==> config.mk <==
export PLATFORM = sky130hd
export DESIGN_NAME = hrlc_step
export DESIGN_NICKNAME = d
export VERILOG_FILES = /design/src/rtl/hrlc_pkg.sv /design/src/rtl/hrlc_step.sv
export SDC_FILE = /design/constraint.sdc
export NUM_CORES = 1
export LEC_CHECK = 0
export ABC_AREA = 1
export ABC_CLOCK_PERIOD_IN_PS = 3000
export BUFFER_PORTS_ARGS = -buffer_cell sky130_fd_sc_hd__buf_2
export CAP_MARGIN = 5
export CORE_MARGIN = 3
export CORE_UTILIZATION = 59
export DETAILED_ROUTE_END_ITERATION = 8
export GPL_TIMING_DRIVEN = 0
export PLACE_DENSITY = 0.88
export RECOVER_POWER = 50
export SYNTH_ARGS = -nofsm -noshare
export SYNTH_HDL_FRONTEND = slang
export SYNTH_SLANG_ARGS = --single-unit
==> constraint.sdc <==
create_clock -name vclk -period 3
set_input_delay 0.15 -clock vclk [all_inputs]
set_output_delay 0.15 -clock vclk [all_outputs]
set_load 0.005 [all_outputs]
==> src/rtl/hrlc_pkg.sv <==
`timescale 1ns / 1ps

package hrlc_pkg;

  // Parser phases, one-hot.
  typedef enum logic [7:0] {
    PH_SKIP        = 8'b0000_0001,
    PH_GAP_METHOD  = 8'b0000_0010,
    PH_METHOD      = 8'b0000_0100,
    PH_GAP_URI     = 8'b0000_1000,
    PH_URI         = 8'b0001_0000,
    PH_GAP_VERSION = 8'b0010_0000,
    PH_VERSION     = 8'b0100_0000,
    PH_DONE        = 8'b1000_0000
  } phase_t;

  typedef enum logic [1:0] {
    STATUS_OK       = 2'd0,
    STATUS_BAD      = 2'd1,
    STATUS_NOT_IMPL = 2'd2
  } status_t;

  typedef struct packed {
    phase_t      phase;
    logic [7:0]  mcand;
    logic [3:0]  pos;
    logic [1:0]  vcand;
    logic        slash;
  } parse_state_t;

  localparam parse_state_t STATE_RESET = '{
    phase: PH_SKIP, mcand: 8'hFF, pos: 4'd0, vcand: 2'b11, slash: 1'b0
  };

  localparam int NUM_METHODS = 8;
  localparam int GET_IDX     = 1;
  localparam logic [3:0] VERSION_LEN = 4'd8;

  localparam logic [7:0] CH_CR    = 8'h0D;
  localparam logic [7:0] CH_LF    = 8'h0A;
  localparam logic [7:0] CH_NUL   = 8'h00;
  localparam logic [7:0] CH_SPACE = 8'h20;
  localparam logic [7:0] CH_SLASH = 8'h2F;

  localparam logic [7:0] METHOD_TBL [8][8] = '{
    '{"O", "P", "T", "I", "O", "N", "S", 8'h00},
    '{"G", "E", "T", 8'h00, 8'h00, 8'h00, 8'h00, 8'h00},
    '{"H", "E", "A", "D", 8'h00, 8'h00, 8'h00, 8'h00},
    '{"P", "O", "S", "T", 8'h00, 8'h00, 8'h00, 8'h00},
    '{"P", "U", "T", 8'h00, 8'h00, 8'h00, 8'h00, 8'h00},
    '{"D", "E", "L", "E", "T", "E", 8'h00, 8'h00},
    '{"T", "R", "A", "C", "E", 8'h00, 8'h00, 8'h00},
    '{"C", "O", "N", "N", "E", "C", "T", 8'h00}
  };

  localparam logic [3:0] METHOD_LEN [8] = '{
    4'd7, 4'd3, 4'd4, 4'd4, 4'd3, 4'd6, 4'd5, 4'd7
  };

  localparam logic [7:0] VERSION_TBL [2][8] = '{
    '{"H", "T", "T", "P", "/", "1", ".", "1"},
    '{"H", "T", "T", "P", "/", "1", ".", "0"}
  };

endpackage

==> src/rtl/hrlc_step.sv <==
`timescale 1ns / 1ps

// Next-state and verdict logic for one message byte.
module hrlc_step (
  input  hrlc_pkg::parse_state_t cur_st,
  input  logic [7:0]             msg_byte,
  input  logic                   msg_last,
  output hrlc_pkg::parse_state_t nxt_st,
  output hrlc_pkg::status_t      status
);

  import hrlc_pkg::*;

  function automatic parse_state_t close_line(parse_state_t s);
    parse_state_t r;
    r = s;
    if (s.phase == PH_VERSION) begin
      if (s.pos != VERSION_LEN) r.vcand = 2'b00;
    end else if (s.phase != PH_DONE) begin
      r.mcand = 8'h00;
    end
    r.phase = PH_DONE;
    return r;
  endfunction

  logic         is_cr, is_lf, is_brk, is_space;
  logic [3:0]   mpos, vpos;
  logic [3:0]   mpos_inc, vpos_inc;
  logic [7:0]   mmatch, mlen_eq;
  logic [1:0]   vmatch;
  parse_state_t t, e;

  assign is_cr    = (msg_byte == CH_CR);
  assign is_lf    = (msg_byte == CH_LF);
  assign is_brk   = is_cr || is_lf || (msg_byte == CH_NUL);
  assign is_space = (msg_byte == CH_SPACE);

  // A token starting in a gap phase compares from position zero.
  assign mpos = (cur_st.phase == PH_METHOD)  ? cur_st.pos : 4'd0;
  assign vpos = (cur_st.phase == PH_VERSION) ? cur_st.pos : 4'd0;
  assign mpos_inc = (mpos == 4'hF) ? mpos : mpos + 4'd1;
  assign vpos_inc = (vpos == 4'hF) ? vpos : vpos + 4'd1;

  always_comb begin
    for (int i = 0; i < NUM_METHODS; i++) begin
      mmatch[i]  = (mpos < METHOD_LEN[i]) && (METHOD_TBL[i][mpos[2:0]] == msg_byte);
      mlen_eq[i] = (METHOD_LEN[i] == cur_st.pos);
    end
    for (int j = 0; j < 2; j++) begin
      vmatch[j] = !vpos[3] && (VERSION_TBL[j][vpos[2:0]] == msg_byte);
    end
  end

  always_comb begin
    t = cur_st;
    if (cur_st.phase == PH_DONE) begin
      t = cur_st;
    end else if (cur_st.phase == PH_SKIP && (is_cr || is_lf)) begin
      t = cur_st;
    end else if (is_brk) begin
      t = close_line(cur_st);
    end else begin
      unique case (cur_st.phase)
        PH_SKIP, PH_GAP_METHOD, PH_METHOD: begin
          if (is_space) begin
            if (cur_st.phase == PH_METHOD) begin
              t.mcand = cur_st.mcand & mlen_eq;
              t.phase = PH_GAP_URI;
            end else begin
              t.phase = PH_GAP_METHOD;
            end
          end else begin
            t.phase = PH_METHOD;
            t.mcand = cur_st.mcand & mmatch;
            t.pos   = mpos_inc;
          end
        end
        PH_GAP_URI: begin
          if (!is_space) begin
            t.phase = PH_URI;
            t.slash = (msg_byte == CH_SLASH);
          end
        end
        PH_URI: begin
          if (is_space) t.phase = PH_GAP_VERSION;
        end
        PH_GAP_VERSION, PH_VERSION: begin
          if (is_space) begin
            if (cur_st.phase == PH_VERSION) begin
              if (cur_st.pos != VERSION_LEN) t.vcand = 2'b00;
              t.phase = PH_DONE;
            end
          end else begin
            t.phase = PH_VERSION;
            t.vcand = cur_st.vcand & vmatch;
            t.pos   = vpos_inc;
          end
        end
        default: t = cur_st;
      endcase
    end
  end

  // The final byte closes the line and yields the verdict.
  always_comb begin
    e = close_line(t);
    if (e.mcand == 8'h00 || !e.slash || e.vcand == 2'b00) begin
      status = STATUS_BAD;
    end else if (e.mcand[GET_IDX]) begin
      status = STATUS_OK;
    end else begin
      status = STATUS_NOT_IMPL;
    end
    nxt_st = msg_last ? STATE_RESET : t;
  end

endmodule

==> flow_metrics.tcl, run 1 <==
set metrics [dict create \
    grt_usage_pct 36.07 \
    crit_path_end_kind "output port" \
    min_from "msg_last" \
    avgSynthCellArea_sq_um 4.902 \
    gp_congestion 0.9922 \
    power_density_nw_per_um2 78.81 \
    vias_per_cell 6.063 \
    finalInstanceArea_sq_um 3072 \
    critPathMaxFanout 4 \
    fin_util_pct 74.12 \
    nNetsFinal 641 \
    stdcell_count 646 \
    dpl.hpwl_um 7551 \
    grt_pass1_vias 3403 \
    hold_path_depth 3 \
    design.seq.count 0 \
    drt-initial-drc-count 632 \
    ant_nets 0 \
    finalSetupViolCount 0 \
    grt_pass1_wl_um 15590 \
    place_inst 636 \
    cp_data_arrival_time_ps 2740 \
    drv_slew 0 \
    ctsHoldBuffers 0 \
    clkbuf_count 0 \
    die-area_sq_um 5271 \
    syn_area_sq_um 2618 \
    min_path_type "input port to output port" \
    num_io_pins 57 \
    core-area_sq_um 4144 \
    status "complete, no violations" \
    synth_cell_types 39 \
    finalCritPeriodShare_pct 96.39 \
    layout_min_cycle_time_ps 2892 \
    total_power_mw 0.2421 \
    start_kind "input port" \
    place_area_sq_um 2940 \
    slew_headroom_pct 51.38 \
    maxCapViolations 0 \
    remaining_drc_errors 0 \
    wl_per_cell_um 15.56 \
    cp_slowest_stage_delay_ps 300 \
    cp_slowest_cell "nor2_1" \
    n_antenna_cell 0 \
    die_w_um 72.61 \
    timing.final.ws_setup_ps 108.2 \
    power.leakage_nw 1.800 \
    drt-total-wl_um 10050 \
    grt_max_degree 11 \
    cp.required_ps 2850 \
    hold_viol_final 0 \
    yosys_warnings 0 \
    cp-startpoint "cur_st[18]" \
    gr-total-overflow 0 \
    critPathKind "input port to output port" \
    peakVddDrop_v 0.00004952 \
    syn_nets 577 \
    regArea_sq_um 0 \
    crit_family "simple AND/OR/NAND/NOR gates" \
    syn_inst 534 \
    start_util_pct 63.16 \
    hold_ws_ps 566.3 \
    die_h_um 72.61 \
    timing.fmax_mhz 345.8 \
    syn_to_final_growth_pct 17.35 \
    yosysSeqAreaShare_pct 0 \
    finalSetupTns_ps 0 \
    drive_gt1_share_pct 20.30 \
    cp_num_cells 20 \
    antenna_found_initial 0 \
    vias 3917 \
    worst_pin_slew_ps 720.2 \
    io_buffers 52 \
    post-place-ws_ps -367.1 \
    cp_cell_sequence "buf_2 -> inv_1 -> nand2_1 -> nor2_1 -> nand2_1 -> nor2_1 -> ha_1 -> xnor2_1 -> nor2_1 -> nand2_1 -> nor2_1 -> o211ai_1 -> nor2_1 -> nand3_1 -> nand2_1 -> nand2_1 -> nand3_1 -> nand3_2 -> nor2_2 -> buf_2" \
    rows 23 \
    worst-path-buf-inv 3 \
    drt-pass1-iter-count 6 \
]
cell type report:
class / instances / area (sq um)
multi-input combinational: 455 / 2316
fill: 387 / 1072
timing repair buffer: 63 / 340.3
inverter: 63 / 251.5
buffer: 15 / 101.3
tap: 50 / 62.56
final timing paths:
kind   endpoint  slack (ps)
min   nxt_st[0]         570
max   status[1]         110
power breakdown:
group / leakage [nW] / internal (mW) / total [mW] / switching, mW
combinational: 1.80 / 0.0805 / 0.242 / 0.162
sequential: 0 / 0 / 0 / 0
clock: 0 / 0 / 0 / 0
cell usage in the layout, fill, tap and decap left out, types with 8 or more instances in the layout:
| cell type | instances |
|---|---|
| a21oi_1 | 8 |
| buf_2 | 52 |
| buf_4 | 14 |
| ha_1 | 9 |
| inv_1 | 50 |
| inv_2 | 9 |
| nand2_1 | 197 |
| nand3_1 | 75 |
| nor2_1 | 72 |
| o21ai_0 | 17 |
logic make-up after synthesis:
| group | count (synthesis) | share of synthesized area (%) |
|---|---|---|
| adders and majority gates | 11 | 5.258 |
| AOI/OAI and AO/OA | 45 | 10.33 |
| buffers and inverters | 79 | 13.29 |
| xor gates and xnor gates | 4 | 1.339 |
| and+or+nand+nor | 395 | 69.79 |
timing repair:
action,in CTS,in global routing
gates cloned,0,0
endpoints found under the hold margin,0,0
resized for setup,8,8
endpoints found under the setup margin,3,2
pin swaps,1,4
setup buffers,2,9
cell usage after synthesis:
library cell	instances	area [sq um]
inv_1	50	187.7
buf_2	4	20.02
nand3_4	1	17.52
nand2_2	6	37.54
a31oi_1	1	6.260
buf_6	4	45.04
nand3b_1	2	15.01
o211ai_1	5	37.54
nand4_2	1	12.51
nor2_1	70	262.8
o21ai_1	4	20.02
clkinv_1	1	3.750
nor3_1	7	35.03
nand2_1	198	743.2
o21ai_0	16	80.08
o31ai_1	2	15.01
a21boi_0	4	30.03
nand2_4	4	45.04
nor2_8	3	60.06
nor2_2	9	56.30
buf_4	3	22.52
nor2_4	2	22.52
nor3_2	1	10.01
a21oi_2	1	8.760
nor3_4	2	32.53
nor4_1	2	12.51
nand4_1	7	43.79
o22ai_1	1	6.260
clkbuf_1	5	18.77
xor2_1	3	26.28
inv_2	11	41.29
ha_1	11	137.6
o21ai_2	2	17.52
nand3_1	76	380.4
a21oi_1	8	40.04
o311ai_0	1	8.760
inv_6	1	8.760
nand3_2	4	40.04
xnor2_1	1	8.760
worst min-delay path, stage by stage:
cell and delay (ps):
buf_2 100, nor2_1 50, buf_2 120
per-layer routing:
layer	share of wire, %	vias up	global-route usage, %
li1	-	1837	-
met1	39	1722	48.48
met2	45	316	60.32
met3	13	42	5.096
met4	2.9	0	9.016
met5	0	-	0
Power figures use the tool's default switching activity.
==> run 2: changes to the inputs <==
Settings changed: BUFFER_PORTS_ARGS -buffer_cell sky130_fd_sc_hd__buf_2 to -buffer_cell sky130_fd_sc_hd__buf_4, CORE_UTILIZATION 59 to 50, PLACE_DENSITY 0.88 to 0.76.
==> flow_metrics.tcl, run 2 (synthesis gave the netlist of run 1 again) <==
set metrics [dict create \
    peakVddDrop_v 0.00005875 \
    finalSetupViolCount 0 \
    fin_util_pct 65.54 \
    drive_gt1_share_pct 20.64 \
    die_h_um 78.36 \
    finalInstanceArea_sq_um 3198 \
    hold_ws_ps 555.7 \
    grt_pass1_vias 3250 \
    die-area_sq_um 6140 \
    cp.required_ps 2850 \
    drv_slew 0 \
    design.seq.count 0 \
    num_io_pins 57 \
    power.leakage_nw 1.831 \
    critPathKind "input port to output port" \
    drt-pass1-iter-count 5 \
    cp_data_arrival_time_ps 2660 \
    finalSetupTns_ps 0 \
    final_cell_mix "199 x nand2_1, 75 x nand3_1, 69 x nor2_1" \
    total_power_mw 0.2589 \
    timing.fmax_mhz 356.3 \
    power_density_nw_per_um2 80.95 \
    rsz0062_at_grt "false" \
    min_path_type "input port to output port" \
    layout_min_cycle_time_ps 2806 \
    maxCapViolations 0 \
    antenna_found_initial 0 \
    post-place-ws_ps -360.4 \
    core-area_sq_um 4880 \
    clkbuf_count 0 \
    slew_headroom_pct 58.27 \
    grt_max_degree 11 \
    dpl.hpwl_um 7507 \
    die_w_um 78.36 \
    drt-total-wl_um 9478 \
    ant_nets 0 \
    crit_path_end_kind "output port" \
    rows 25 \
    worst_pin_slew_ps 625.9 \
    timing.final.ws_setup_ps 193.5 \
    syn_to_final_growth_pct 22.18 \
    n_antenna_cell 0 \
    start_kind "input port" \
    io_buffers 52 \
    place_inst 653 \
    remaining_drc_errors 0 \
    mostFrequentLayoutCell "nand2_1" \
    critPathMaxFanout 6 \
    stdcell_count 658 \
    fillCellCount 512 \
    vias 3689 \
    vias_per_cell 5.606 \
    regArea_sq_um 0 \
    hold_viol_final 0 \
    place_area_sq_um 3092 \
    start_util_pct 53.64 \
    drt-initial-drc-count 357 \
    grt_pass1_wl_um 15100 \
    gp_congestion 0.9941 \
    grt_usage_pct 29.73 \
    wl_per_cell_um 14.40 \
    nNetsFinal 636 \
    finalCritPeriodShare_pct 93.55 \
    gr-total-overflow 0 \
    status "complete, no violations" \
]
run 2: cell count changes in the layout (fill, tap and decap cells not counted), sizes merged:
cell,before,now
buf,70,68
clkbuf,8,5
run 2: cell type report:
class	count	area (sq um)	area share [%]
Buffer	16	106.4	3.326
Inverter	63	246.5	7.707
Timing Repair Buffer	57	427.9	13.38
Tap cell	67	83.83	2.621
Multi-Input combinational cell	455	2333	72.97
run 2: layer usage:
metal | share of wire [%] | track usage [%] | routed length [um]
met5 | 0 | 0 | 0
met4 | 2.5 | 6.643 | 240
met3 | 11 | 2.408 | 998
met2 | 44 | 51.54 | 4213
met1 | 42 | 39.90 | 4026
run 2: what timing repair did:
item | in CTS | in global routing
buffers inserted | 2 | 3
pin swaps | 1 | 4
gates cloned | 0 | 0
endpoints found under the setup margin | 4 | 2
hold buffers | 0 | 0
resized for setup | 7 | 12
run 2: path summary, 6_finish.rpt:
path | cells after the start | from | endpoint | slack, ps
min | 3 | msg_last | nxt_st[0] | 560
max | 23 | cur_st[16] | status[1] | 190
run 2: where the power goes:
group	internal, mW	switching (mW)	total (mW)
Combinational	0.101	0.158	0.259
Clock	0	0	0
Sequential	0	0	0
Total	0.101	0.158	0.259
run 2: worst max-delay path, cell delays in order:
cell and delay (ps):
buf_4 120, nor2_4 150, nand2_1 140, nor2_8 190, nand2_4 120, inv_4 100, ha_4 140, inv_2 80
ha_4 190, nand2_1 70, nand2_1 50, nor3_1 170, nand3_1 100, nor2_1 120, nand2_1 80, nand2_1 80
nand3_2 90, nand2_1 80, nor2_1 40, nand3_1 100, nand3_2 90, nor2_2 80, buf_4 110
==> run 3: changes to the inputs <==
Settings changed: ABC_AREA 1 to 0, PLACE_DENSITY 0.76 to 0.77.
==> flow_metrics.tcl, run 3 <==
set metrics [dict create \
    io_buffers 50 \
    crit_family "simple AND/OR/NAND/NOR gates" \
    crit_path_frequent_cell "buf_4" \
    start_util_pct 54.30 \
    syn_to_final_growth_pct 39.42 \
    ant_nets 0 \
    synth_top_area_cell "ha_1" \
    n_antenna_cell 0 \
    wl_per_cell_um 19.87 \
    antenna_found_initial 0 \
    stdcell_count 528 \
    status "complete, but fails checks" \
    cp.required_ps 2850 \
    regArea_sq_um 0 \
    synth_top_family_by_area "simple AND/OR/NAND/NOR gates" \
    synth_commonest_cells "34 x nor2_1, 26 x clkbuf_1, 25 x nand2_1" \
    grt_pass1_wl_um 16500 \
    vias_per_cell 6.797 \
    core-area_sq_um 4564 \
    rsz0062_at_grt "true" \
    drv_slew 0 \
    total_power_mw 0.3206 \
    power_density_nw_per_um2 92.78 \
    min_from "msg_last" \
    clkbuf_count 0 \
    yosysSeqAreaShare_pct 0 \
    power.leakage_nw 1.357 \
    min_path_type "input port to output port" \
    synthAdderAreaFrac_pct 5.553 \
    layout_min_cycle_time_ps 3515 \
    finalSetupTns_ps -1513 \
    syn_area_sq_um 2479 \
    finalCritPeriodShare_pct 117.2 \
    dpl.hpwl_um 7441 \
    grt_max_degree 11 \
    drt-pass1-iter-count 6 \
    place_inst 502 \
    peakVddDrop_v 0.00006371 \
    timing.final.ws_setup_ps -514.7 \
    synth_cell_types 69 \
    finalSetupViolCount 5 \
    drive_gt1_share_pct 30.67 \
    violations "negative setup slack" \
    avgSynthCellArea_sq_um 6.405 \
    syn_inst 387 \
    cp_data_arrival_time_ps 3360 \
    nNetsFinal 508 \
    synthSimpleGateAreaFrac_pct 39.07 \
    synthXorXnorAreaFrac_pct 7.420 \
    final_cell_mix "73 x buf_4, 32 x nor2_1, 24 x nand2_1" \
    cp_cell_sequence "buf_4 -> clkbuf_2 -> nor4_2 -> and4b_2 -> nand2_1 -> ha_1 -> a21oi_1 -> xnor2_1 -> nor4_2 -> a221oi_1 -> a2111oi_2 -> buf_4 -> nor3b_2 -> buf_4" \
    slew_headroom_pct 28.81 \
    critPathMaxFanout 10 \
    design.seq.count 0 \
    gp_congestion 1.093 \
    start_kind "input port" \
    synth.top_cell.area_share_pct 5.553 \
    worst-path-buf-inv 4 \
    vias 3589 \
    yosys-top-cells-area "ha_1 5.6%, nor2_1 5.1%, xnor2_1 4.6%" \
    ctsHoldBuffers 0 \
    num_io_pins 57 \
    hold_viol_final 0 \
    remaining_drc_errors 0 \
    cp-startpoint "cur_st[19]" \
    grt_usage_pct 33.64 \
    synthMuxAreaShare_pct 5.401 \
    grt_pass1_vias 3228 \
    timing.fmax_mhz 284.5 \
    critPathKind "input port to output port" \
    yosysMostFrequentCell "nor2_1" \
    fin_util_pct 75.71 \
    die-area_sq_um 5838 \
    die_h_um 76.41 \
    rows 24 \
    maxCapViolations 0 \
    crit_path_end_kind "output port" \
    mostFrequentLayoutCell "buf_4" \
    yosys_warnings 0 \
    drt-initial-drc-count 487 \
    gr-total-overflow 0 \
    die_w_um 76.41 \
    cp_slowest_cell "nor4_2" \
    drt-total-wl_um 10490 \
    synth_compound_area_share_pct 33.27 \
    worst_pin_slew_ps 1053 \
    cp_slowest_stage_delay_ps 440 \
    syn_nets 430 \
]
==> run 3: cell types whose count changed in the layout (fill, tap and decap cells not counted), sizes merged, moves of 10 or more <==
cell / delta
nand2: -183
nand3: -71
nor2: -50
inv: -44
clkbuf: +22
buf: +18
a21oi: +13
a31oi: +13
xnor2: +12
nor3: +11
mux2i: +10
==> run 3: worst paths after layout <==
check | cells past startpoint | end | slack (ps)
hold / removal | 3 | nxt_st[6] | 560
setup / recovery | 14 | status[1] | -510
==> run 3: cells by family after synthesis <==
logic type               after synthesis
XOR/XNOR                              21
AO/OA/AOI/OAI                        116
adder cells (fa/ha/maj)               11
buffers and inverters                 55
AND/OR/NAND/NOR                      171
multiplexers                          13
==> run 3: power breakdown <==
group	internal, mW	switching (mW)	leakage (nW)
Combinational	0.136	0.185	1.36
Sequential	0	0	0
Clock	0	0	0
Total	0.136	0.185	1.36
==> run 3: area by class of cell <==
type | instances | area (sq um)
multi-input combinational | 332 | 2501
buffer | 34 | 193.9
fill | 385 | 1109
tap | 65 | 81.33
timing repair buffer | 79 | 604.3
inverter | 18 | 75.07
==> run 3: metal layers <==
layer	routed length, um	up-vias	global-route usage [%]
li1	-	1637	-
met2	4561	303	54.22
met3	1494	37	7.092
met5	0	-	0
met1	4130	1612	44.86
met4	305	0	9.601
==> run 3: metrics by stage <==
| stage | area, sq um | setup slack (ps) | hold slack, ps |
|---|---|---|---|
| after floorplan | 2545 | -309.0 | 330.2 |
| after global placement | 3002 | -968.3 | 562.3 |
| after detailed placement | 3002 | -1030 | 566.1 |
| final | 3456 | -514.7 | 564.9 |
| after global routing | 3456 | -665.4 | 583.0 |
| after CTS | 3308 | -378.5 | 566.4 |
==> run 3: timing repair <==
| action | 4_1_cts | 5_1_grt |
|---|---|---|
| gates cloned | 0 | 0 |
| endpoints found under the hold margin | 0 | 0 |
| pin swaps | 18 | 17 |
| endpoints found under the setup margin | 14 | 13 |
| setup buffers | 23 | 6 |
| resized for setup | 32 | 28 |
